## config.mk

```make
export PLATFORM = sky130hd
export DESIGN_NAME = sprite_frame_sequencer
export DESIGN_NICKNAME = d
export VERILOG_FILES = /design/src/sfs_pkg.sv /design/src/sprite_frame_sequencer.sv /design/src/sfs_event_table.sv
export SDC_FILE = /design/constraint.sdc
export NUM_CORES = 1
export LEC_CHECK = 0
export ABC_CLOCK_PERIOD_IN_PS = 10500
export BUFFER_PORTS_ARGS = -buffer_cell sky130_fd_sc_hd__buf_2
export CAP_MARGIN = 20
export CORE_ASPECT_RATIO = 0.9
export CORE_MARGIN = 2
export CORE_UTILIZATION = 35
export DETAILED_ROUTE_END_ITERATION = 7
export GPL_TIMING_DRIVEN = 0
export PLACE_DENSITY_LB_ADDON = 0.2
export REMOVE_ABC_BUFFERS = 1
export SLEW_MARGIN = 20
export SYNTH_ARGS = -nofsm -noshare
export SYNTH_HDL_FRONTEND = slang
export SYNTH_SLANG_ARGS = --single-unit
```

## constraint.sdc

```tcl
create_clock -name aclk -period 10.5 [get_ports aclk]
set_input_delay 0 -clock aclk [delete_from_list [all_inputs] [get_ports aclk]]
set_output_delay 0 -clock aclk [all_outputs]
set_load 0.01 [all_outputs]
```

## src/sfs_pkg.sv

```systemverilog
`timescale 1ns / 1ps

package sfs_pkg;

    // Command codes
    localparam logic [2:0] CMD_TICK         = 3'd0;
    localparam logic [2:0] CMD_PLAY         = 3'd1;
    localparam logic [2:0] CMD_ENQUEUE      = 3'd2;
    localparam logic [2:0] CMD_STOP         = 3'd3;
    localparam logic [2:0] CMD_ADD_EVENT    = 3'd4;
    localparam logic [2:0] CMD_CLEAR_EVENTS = 3'd5;

    localparam logic [15:0] GAIN_RESET = 16'd256;
    localparam int          MASK_W     = 8;

    typedef struct packed {
        logic [2:0]  cmd;
        logic [15:0] time_step;
        logic [7:0]  clip_id;
        logic [8:0]  frame_count;
        logic [15:0] frame_period;
        logic        loop_mode;
        logic        clear_queue;
        logic [7:0]  event_frame;
    } sfs_in_t;

    typedef struct packed {
        logic [7:0] shown_clip;
        logic [7:0] frame_index;
        logic       is_playing;
        logic [7:0] event_mask;
        logic       push_dropped;
    } sfs_out_t;

    typedef struct packed {
        logic [7:0]  clip;
        logic [8:0]  length;
        logic [15:0] period;
        logic        loop;
    } sfs_clip_t;

    typedef struct packed {
        logic       add;
        logic       clear;
        logic [7:0] add_clip;
        logic [7:0] add_frame;
        logic [7:0] match_clip;
        logic [8:0] match_frame;
    } sfs_evt_ctrl_t;

    typedef struct packed {
        logic [MASK_W-1:0] mask;
        logic              full;
    } sfs_evt_stat_t;

endpackage

```

## src/sprite_frame_sequencer.sv

```systemverilog
`timescale 1ns / 1ps
// An accepted item waits in the input stage register, then its result in the
// result register. Throughput: one item per cycle while m_ready is high; the
// time product is registered in the input stage, and the state update plus
// event match complete in the next stage.
// Reset (aresetn low, synchronous): playback stopped, queue and event table
// empty, speed_gain back to 256, both pipeline stages empty.

module sprite_frame_sequencer #(
    parameter int QUEUE_DEPTH = 4,
    parameter int EVENT_SLOTS = 8
) (
    input  logic              aclk,
    input  logic              aresetn,
    input  logic              s_valid,
    output logic              s_ready,
    input  sfs_pkg::sfs_in_t  s_data,
    output logic              m_valid,
    input  logic              m_ready,
    output sfs_pkg::sfs_out_t m_data,
    input  logic              cfg_valid,
    output logic              cfg_ready,
    input  logic [15:0]       cfg_data
);

    localparam int CW = $clog2(QUEUE_DEPTH + 1);
    localparam int QW = (QUEUE_DEPTH > 1) ? $clog2(QUEUE_DEPTH) : 1;

    // Configuration: always take the write, block is idle by contract.
    logic [15:0] speed_gain_reg;

    assign cfg_ready = 1'b1;

    always_ff @(posedge aclk) begin
        if (!aresetn) begin
            speed_gain_reg <= sfs_pkg::GAIN_RESET;
        end else if (cfg_valid) begin
            speed_gain_reg <= cfg_data;
        end
    end

    // Input stage: hold the item and its scaled time step.
    logic             a_valid_reg;
    sfs_pkg::sfs_in_t a_item_reg;
    logic [31:0]      a_prod_reg;
    logic             s_accept;
    logic             adv;
    logic             m_valid_reg;
    sfs_pkg::sfs_out_t m_data_reg;
    sfs_pkg::sfs_out_t m_data_next;

    // Advance the input stage when the result register is free or draining.
    assign adv      = a_valid_reg && (!m_valid_reg || m_ready);
    assign s_ready  = !a_valid_reg || adv;
    assign s_accept = s_valid && s_ready;

    always_ff @(posedge aclk) begin
        if (!aresetn) begin
            a_valid_reg <= 1'b0;
        end else if (s_accept) begin
            a_valid_reg <= 1'b1;
        end else if (adv) begin
            a_valid_reg <= 1'b0;
        end
    end

    always_ff @(posedge aclk) begin
        if (s_accept) begin
            a_item_reg <= s_data;
            a_prod_reg <= 32'(s_data.time_step) * 32'(speed_gain_reg);
        end
    end

    // Playback state
    logic        playing_reg,  playing_next;
    logic [31:0] acc_reg,      acc_next;
    logic [7:0]  clip_reg,     clip_next;
    logic [8:0]  frame_reg,    frame_next;
    logic [8:0]  length_reg,   length_next;
    logic [15:0] period_reg,   period_next;
    logic        loop_reg,     loop_next;
    logic [CW-1:0] count_reg,  count_next;
    sfs_pkg::sfs_clip_t queue_reg [QUEUE_DEPTH];

    logic        push;
    logic        pop;
    logic        dropped;
    logic        match_en;
    logic [32:0] sum;
    logic [31:0] acc_sat;
    logic        reach;
    logic [8:0]  frame_inc;
    sfs_pkg::sfs_clip_t head;
    sfs_pkg::sfs_clip_t new_clip;
    sfs_pkg::sfs_evt_ctrl_t evt_ctrl;
    sfs_pkg::sfs_evt_stat_t evt_stat;

    assign head = queue_reg[0];
    assign new_clip = '{clip:   a_item_reg.clip_id,
                        length: a_item_reg.frame_count,
                        period: a_item_reg.frame_period,
                        loop:   a_item_reg.loop_mode};

    always_comb begin
        playing_next = playing_reg;
        acc_next     = acc_reg;
        clip_next    = clip_reg;
        frame_next   = frame_reg;
        length_next  = length_reg;
        period_next  = period_reg;
        loop_next    = loop_reg;
        count_next   = count_reg;
        push         = 1'b0;
        pop          = 1'b0;
        dropped      = 1'b0;
        match_en     = 1'b0;
        evt_ctrl.add   = 1'b0;
        evt_ctrl.clear = 1'b0;

        // Saturate the accumulator at all ones.
        sum       = {1'b0, acc_reg} + {1'b0, a_prod_reg};
        acc_sat   = sum[32] ? '1 : sum[31:0];
        reach     = acc_sat >= {8'h00, period_reg, 8'h00};
        frame_inc = frame_reg + 9'd1;

        if (adv) begin
            case (a_item_reg.cmd)
                sfs_pkg::CMD_TICK: begin
                    if (playing_reg) begin
                        if (!reach) begin
                            acc_next = acc_sat;
                        end else begin
                            acc_next = '0;
                            if (frame_inc >= length_reg) begin
                                if (count_reg != '0) begin
                                    // End of clip: start the queued head, skip events.
                                    pop          = 1'b1;
                                    count_next   = count_reg - CW'(1);
                                    clip_next    = head.clip;
                                    length_next  = (head.length == '0) ? 9'd1 : head.length;
                                    period_next  = head.period;
                                    loop_next    = head.loop;
                                    frame_next   = '0;
                                    playing_next = 1'b1;
                                end else if (loop_reg) begin
                                    frame_next = '0;
                                    match_en   = 1'b1;
                                end else begin
                                    // Hold the last frame and stop.
                                    frame_next   = length_reg - 9'd1;
                                    playing_next = 1'b0;
                                    match_en     = 1'b1;
                                end
                            end else begin
                                frame_next = frame_inc;
                                match_en   = 1'b1;
                            end
                        end
                    end
                end
                sfs_pkg::CMD_PLAY: begin
                    if (a_item_reg.clear_queue) begin
                        count_next = '0;
                    end
                    clip_next    = new_clip.clip;
                    length_next  = (new_clip.length == '0) ? 9'd1 : new_clip.length;
                    period_next  = new_clip.period;
                    loop_next    = new_clip.loop;
                    frame_next   = '0;
                    acc_next     = '0;
                    playing_next = 1'b1;
                end
                sfs_pkg::CMD_ENQUEUE: begin
                    if (count_reg < CW'(QUEUE_DEPTH)) begin
                        push       = 1'b1;
                        count_next = count_reg + CW'(1);
                    end else begin
                        dropped = 1'b1;
                    end
                end
                sfs_pkg::CMD_STOP: begin
                    playing_next = 1'b0;
                end
                sfs_pkg::CMD_ADD_EVENT: begin
                    evt_ctrl.add = !evt_stat.full;
                    dropped      = evt_stat.full;
                end
                sfs_pkg::CMD_CLEAR_EVENTS: begin
                    evt_ctrl.clear = 1'b1;
                end
                default: begin
                end
            endcase
        end

        evt_ctrl.add_clip    = a_item_reg.clip_id;
        evt_ctrl.add_frame   = a_item_reg.event_frame;
        evt_ctrl.match_clip  = clip_reg;
        evt_ctrl.match_frame = frame_next;

        m_data_next.shown_clip   = clip_next;
        m_data_next.frame_index  = frame_next[7:0];
        m_data_next.is_playing   = playing_next;
        m_data_next.event_mask   = match_en ? evt_stat.mask : '0;
        m_data_next.push_dropped = dropped;
    end

    sfs_event_table #(
        .EVENT_SLOTS (EVENT_SLOTS)
    ) u_events (
        .aclk    (aclk),
        .aresetn (aresetn),
        .ctrl    (evt_ctrl),
        .stat    (evt_stat)
    );

    always_ff @(posedge aclk) begin
        if (!aresetn) begin
            playing_reg <= 1'b0;
            acc_reg     <= '0;
            clip_reg    <= '0;
            frame_reg   <= '0;
            length_reg  <= 9'd1;
            period_reg  <= 16'd1;
            loop_reg    <= 1'b0;
            count_reg   <= '0;
        end else begin
            playing_reg <= playing_next;
            acc_reg     <= acc_next;
            clip_reg    <= clip_next;
            frame_reg   <= frame_next;
            length_reg  <= length_next;
            period_reg  <= period_next;
            loop_reg    <= loop_next;
            count_reg   <= count_next;
        end
    end

    // Pending clip queue: head at entry 0, shift down on pop, write at the tail.
    always_ff @(posedge aclk) begin
        for (int i = 0; i < QUEUE_DEPTH; i++) begin
            if (pop) begin
                if (i < QUEUE_DEPTH - 1) begin
                    queue_reg[i] <= queue_reg[(i + 1) % QUEUE_DEPTH];
                end
            end else if (push && (count_reg[QW-1:0] == QW'(i))) begin
                queue_reg[i] <= new_clip;
            end
        end
    end

    // Result register: load on advance, drop once taken.
    always_ff @(posedge aclk) begin
        if (!aresetn) begin
            m_valid_reg <= 1'b0;
        end else if (adv) begin
            m_valid_reg <= 1'b1;
        end else if (m_ready) begin
            m_valid_reg <= 1'b0;
        end
    end

    always_ff @(posedge aclk) begin
        if (adv) begin
            m_data_reg <= m_data_next;
        end
    end

    assign m_valid = m_valid_reg;
    assign m_data  = m_data_reg;

    // The queue never holds more clips than it has entries.
    a_count_bound: assert property (@(posedge aclk) disable iff (!aresetn)
        count_reg <= CW'(QUEUE_DEPTH))
        else $error("pending clip count exceeds queue depth");

    // The active frame always lies inside the active clip.
    a_frame_bound: assert property (@(posedge aclk) disable iff (!aresetn)
        frame_reg < length_reg)
        else $error("active frame beyond clip length");

    // An item held in the input stage stays there until it advances.
    a_stage_hold: assert property (@(posedge aclk) disable iff (!aresetn)
        a_valid_reg && !adv |=> a_valid_reg && $stable(a_item_reg))
        else $error("input stage lost a waiting item");

    // Every advance produces a result in the next cycle.
    a_adv_result: assert property (@(posedge aclk) disable iff (!aresetn)
        adv |=> m_valid_reg)
        else $error("advance did not load the result register");

endmodule

```

## src/sfs_event_table.sv

```systemverilog
`timescale 1ns / 1ps

module sfs_event_table #(
    parameter int EVENT_SLOTS = 8
) (
    input  logic                  aclk,
    input  logic                  aresetn,
    input  sfs_pkg::sfs_evt_ctrl_t ctrl,
    output sfs_pkg::sfs_evt_stat_t stat
);

    logic [EVENT_SLOTS-1:0] valid_reg;
    logic [EVENT_SLOTS-1:0] valid_next;
    logic [EVENT_SLOTS-1:0] fill_sel;
    logic [7:0]             clip_reg  [EVENT_SLOTS];
    logic [7:0]             frame_reg [EVENT_SLOTS];

    // Pick the lowest free slot.
    always_comb begin
        logic taken;
        taken = 1'b0;
        for (int i = 0; i < EVENT_SLOTS; i++) begin
            fill_sel[i] = !valid_reg[i] && !taken;
            if (!valid_reg[i]) begin
                taken = 1'b1;
            end
        end
    end

    always_comb begin
        valid_next = valid_reg;
        if (ctrl.clear) begin
            valid_next = '0;
        end else if (ctrl.add) begin
            valid_next = valid_reg | fill_sel;
        end
    end

    always_ff @(posedge aclk) begin
        if (!aresetn) begin
            valid_reg <= '0;
        end else begin
            valid_reg <= valid_next;
        end
    end

    always_ff @(posedge aclk) begin
        for (int i = 0; i < EVENT_SLOTS; i++) begin
            if (ctrl.add && fill_sel[i]) begin
                clip_reg[i]  <= ctrl.add_clip;
                frame_reg[i] <= ctrl.add_frame;
            end
        end
    end

    // Only the first slots own a mask bit; the rest are kept but not reported.
    always_comb begin
        stat.mask = '0;
        for (int i = 0; i < sfs_pkg::MASK_W; i++) begin
            if (i < EVENT_SLOTS) begin
                stat.mask[i] = valid_reg[i] && (clip_reg[i] == ctrl.match_clip) &&
                               ({1'b0, frame_reg[i]} == ctrl.match_frame);
            end
        end
        stat.full = &valid_reg;
    end

endmodule

```

==> reports/qor.tcl <==
set qor(synthDistinctLibCells) 90
set qor(finalSetupTns_ns) 0
set qor(total_of_cells_resized_after_clock_tree_synthesis) 0
set qor(number_of_global_route_vias_before_repair) 21614
set qor(numCtsBuffers) 53
set qor(worst_hold_path.num_cells) 2
set qor(place_ws_ns) 1.77
set qor(rsz_0062_raised_after_global_routing) {no}
set qor(number_of_warnings_printed_during_yosys_synthesis) 0
set qor(async_reset_ff_share_pct) 0
set qor(initial_cell_density_of_the_core_pct) 35.2
set qor(finalWeightedCongestion) 0.830
set qor(power.share.switching_pct) 31.2
set qor(layout-drive-gt1-share_pct) 12.7
set qor(cts_tree) {yes}
set qor(tightest_slew_ns) 1.04
set qor(total_drc_errors_in_the_routed_layout) 0
set qor(power.share.combinational_pct) 28.5
set qor(area_growth_syn_to_fin_pct) 15.0
set qor(post_synth_inst_count) 2701
set qor(ctsHtreeMaxLevel) 2
set qor(report.final.slew_viol_count) 0
set qor(detail_route.wirelength_um) 74600
set qor(synth-seq-area-share_pct) 43.4
set qor(root_buffer) {sky130_fd_sc_hd__clkbuf_16}
set qor(initial_antenna_violation_count) 1
set qor(end_kind) {flip-flop}
set qor(switchingPower_mw) 1.81
set qor(critical_path.max_fanout) 34
set qor(grt_max_degree) 59
set qor(timing.hold.ws_ns) 0.0990
set qor(cts_setup_buffers) 0
set qor(grt_overflow) 0
set qor(largest_register_ffs) 136
set qor(hold_violations) 0
set qor(critical_path.most_common_cell) {sky130_fd_sc_hd__ha_1}
set qor(power.internal_mw) 3.98
set qor(cts-hold-fix-buffers) 84
set qor(clock_latency_ns) 0.61
set qor(port-buffer-count) 110
set qor(die_w_um) 314
set qor(final_antenna_net_count) 0
set qor(finalWorstPathRequiredPeriod_ns) 8.54
set qor(globalRouteTotalUtil_pct) 17.0
set qor(grt_use_met2_pct) 27.6
set qor(cts_buffer_depth) 3
set qor(worstHoldStart) {s_data[38]}
set qor(critPathSlowestCell) {sky130_fd_sc_hd__nand2_2}
set qor(placed_cell_area_um2) 32200
set qor(post_synth_main_area_contributors) {sky130_fd_sc_hd__edfxtp_1 37%, sky130_fd_sc_hd__fa_1 13%, sky130_fd_sc_hd__dfxtp_1 6.9%}
set qor(wl_per_cell_um) 18.5
set qor(timing.final.setup_violations) 0
set qor(synth_edf_count) 368
set qor(core_area_um2) 85900
set qor(finalPower_mw) 5.78
set qor(grt_util_met3_pct) 2.20
set qor(peakVddDrop_mv) 0.111
set qor(hold_end) {a_item_reg[38]}
set qor(timing.max_slew.rel_slack_pct) 30.4
set qor(post_layout_net_count) 3296
set qor(detailedRoute.firstIterationViolations) 1232
set qor(synth.top_cells.by_count) {368 x sky130_fd_sc_hd__edfxtp_1, 267 x sky130_fd_sc_hd__inv_1, 252 x sky130_fd_sc_hd__nand2_1}
set qor(cts.sinks) 473
set qor(synth_largest_area_cell) {sky130_fd_sc_hd__edfxtp_1}
set qor(grt_pass1_wl_um) 121000
set qor(fmaxAchievable_ghz) 0.117
set qor(r2r_path_end) {queue_reg[1][12]}
set qor(leakagePower_nw) 14.0
set qor(post-route-period-util_pct) 81.3
set qor(r2r_start) {a_prod_reg[0]}
set qor(seq_power_share_pct) 38.5
set qor(clkPwrFrac_pct) 33.1
set qor(crit_path_max_incr_delay_ns) 0.86
set qor(startpoint_kind_of_the_worst_setup_timing_path) {flip-flop}
set qor(dr_total_vias) 20867
set qor(synth.most_common_cell) {sky130_fd_sc_hd__edfxtp_1}
set qor(cell_count_after_placement) 3857
set qor(floorplan.die_area_um2) 88900
set qor(final_critical_path_setup_slack_ns) 1.96
set qor(synth_area_per_cell_um2) 11.2
set qor(dp_hpwl_um) 53800
set qor(final_cell_area_excluding_filler_cells_um2) 34800
set qor(number_of_placement_rows) 102
set qor(vias_per_cell) 5.17
set qor(finalCoreUtilization_pct) 40.5
set qor(use_met1_pct) 24.0
set qor(first_pass_detailed_route_iteration_total) 5
set qor(globalRoute.busiestLayer) {met2}
set qor(class_of_the_worst_hold_path) {in -> reg}
set qor(yosys.area.top_type_share_pct) 36.5
set qor(worstRegToRegCells) 20
set qor(design.portCount) 112
set qor(status) {completed}
set qor(yosys_register_bits) 473
set qor(worst-endpoint-required_ns) 10.86
set qor(cap_violations) 0
set qor(crit_chain) {ha_1 -> fa_1 -> a21oi_1 -> o211ai_1 -> o211a_1 -> or3_1 -> a31oi_4 -> o21ai_0 -> ha_1 -> nand2_1 -> nor4_1 -> a21boi_0 -> a2111oi_0 -> o2111ai_1 -> nor4_4 -> nand4_2 -> nor2_1 -> or4_1 -> nand2_2 -> mux2_2}
set qor(clkSlewWorstSetupHoldPaths_ns) 0.06
set qor(final_cells) 4039
set qor(synth_ff_type) {sky130_fd_sc_hd__edfxtp_1}
set qor(power_density_nw_per_um2) 166
set qor(die_h_um) 283
set qor(syn_area_um2) 30300
set qor(fin_skew_ns) 0.0250
set qor(reg2reg_setup_slack_ns) 1.96
set qor(worstSetupPathType) {reg -> reg}
set qor(crit_path_arrival_time_ns) 8.89
-- cell families (layout without fill, tap and decap cells) --
family | Yosys count | count (layout) | share of synthesized area, %
AOI/OAI and AO/OA | 415 | 415 | 9.49
xor gates and xnor gates | 123 | 123 | 3.56
adders and majority gates | 361 | 361 | 19.8
buffers and inverters | 390 | 583 | 5.20
DFF | 473 | 473 | 43.4
muxes | 152 | 152 | 5.54
other | 1 | 2 | 0.0124
and+or+nand+nor | 786 | 786 | 13.0
-- worst max-delay path: cells and delay by family (launching register included) --
family	cells	cell delay [ns]
multiplexers	1	0.42
AND/OR/NAND/NOR	8	3.49
flip-flops	1	0.40
AO/OA/AOI/OAI	8	2.83
adder cells (fa/ha/maj)	3	1.09
-- worst max-delay path by stage --
stage,start,to,cells past startpoint
2_1_floorplan,a_prod_reg[0],queue_reg[3][0],19
3_3_place_gp,a_prod_reg[0],queue_reg[3][11],19
3_5_place_dp,a_prod_reg[0],queue_reg[1][12],20
4_1_cts,a_prod_reg[0],queue_reg[1][12],20
5_1_grt,a_prod_reg[0],queue_reg[1][12],20
6_report,a_prod_reg[0],queue_reg[1][12],20
-- area by class of cell --
type	count	area (µm²)
Fill cell	8163	51100
Multi-Input combinational cell	1838	15700
Sequential cell	473	13200
Timing Repair Buffer	219	1750
Clock buffer	71	1460
Tap cell	1144	1430
Inverter	267	1000
Clock inverter	26	330
Antenna cell	1	2.50
-- power by group through the flow --
| stage | clock (mW) | sequential, mW | combinational (mW) |
|---|---|---|---|
| after floorplan | 0 | 2.22 | 1.23 |
| after global placement | 0 | 2.27 | 1.60 |
| after detailed placement | 0 | 2.26 | 1.63 |
| after CTS | 1.96 | 2.23 | 1.67 |
| after global routing | 2.04 | 2.23 | 1.90 |
| final | 1.91 | 2.22 | 1.65 |
-- metal layers --
metal	wire length, µm	vias to the layer above
met5	0	-
met4	1520	0
met3	3000	102
met2	35100	396
met1	35100	10567
li1	-	9802
-- cell usage in the layout (no fill, tap or decap), types with 15 or more instances in the layout --
master	instances
sky130_fd_sc_hd__edfxtp_1	368
sky130_fd_sc_hd__inv_1	265
sky130_fd_sc_hd__nand2_1	251
sky130_fd_sc_hd__fa_1	196
sky130_fd_sc_hd__ha_1	165
sky130_fd_sc_hd__nor2_1	130
sky130_fd_sc_hd__a21oi_1	114
sky130_fd_sc_hd__buf_2	113
sky130_fd_sc_hd__and2_1	109
sky130_fd_sc_hd__dfxtp_1	105
sky130_fd_sc_hd__mux2_2	90
sky130_fd_sc_hd__dlygate4sd3_1	84
sky130_fd_sc_hd__nand3_1	67
sky130_fd_sc_hd__xnor2_1	65
sky130_fd_sc_hd__xor2_1	57
sky130_fd_sc_hd__clkbuf_16	54
sky130_fd_sc_hd__and3_1	51
sky130_fd_sc_hd__mux2i_1	48
sky130_fd_sc_hd__a21o_1	47
sky130_fd_sc_hd__a211oi_1	45
sky130_fd_sc_hd__o21ai_0	39
sky130_fd_sc_hd__nor3_1	37
sky130_fd_sc_hd__nor4_1	27
sky130_fd_sc_hd__a22oi_1	20
sky130_fd_sc_hd__nand2b_1	17
sky130_fd_sc_hd__a21boi_0	16
sky130_fd_sc_hd__or4_1	15
Note: power is estimated with default switching activity, not from simulation.
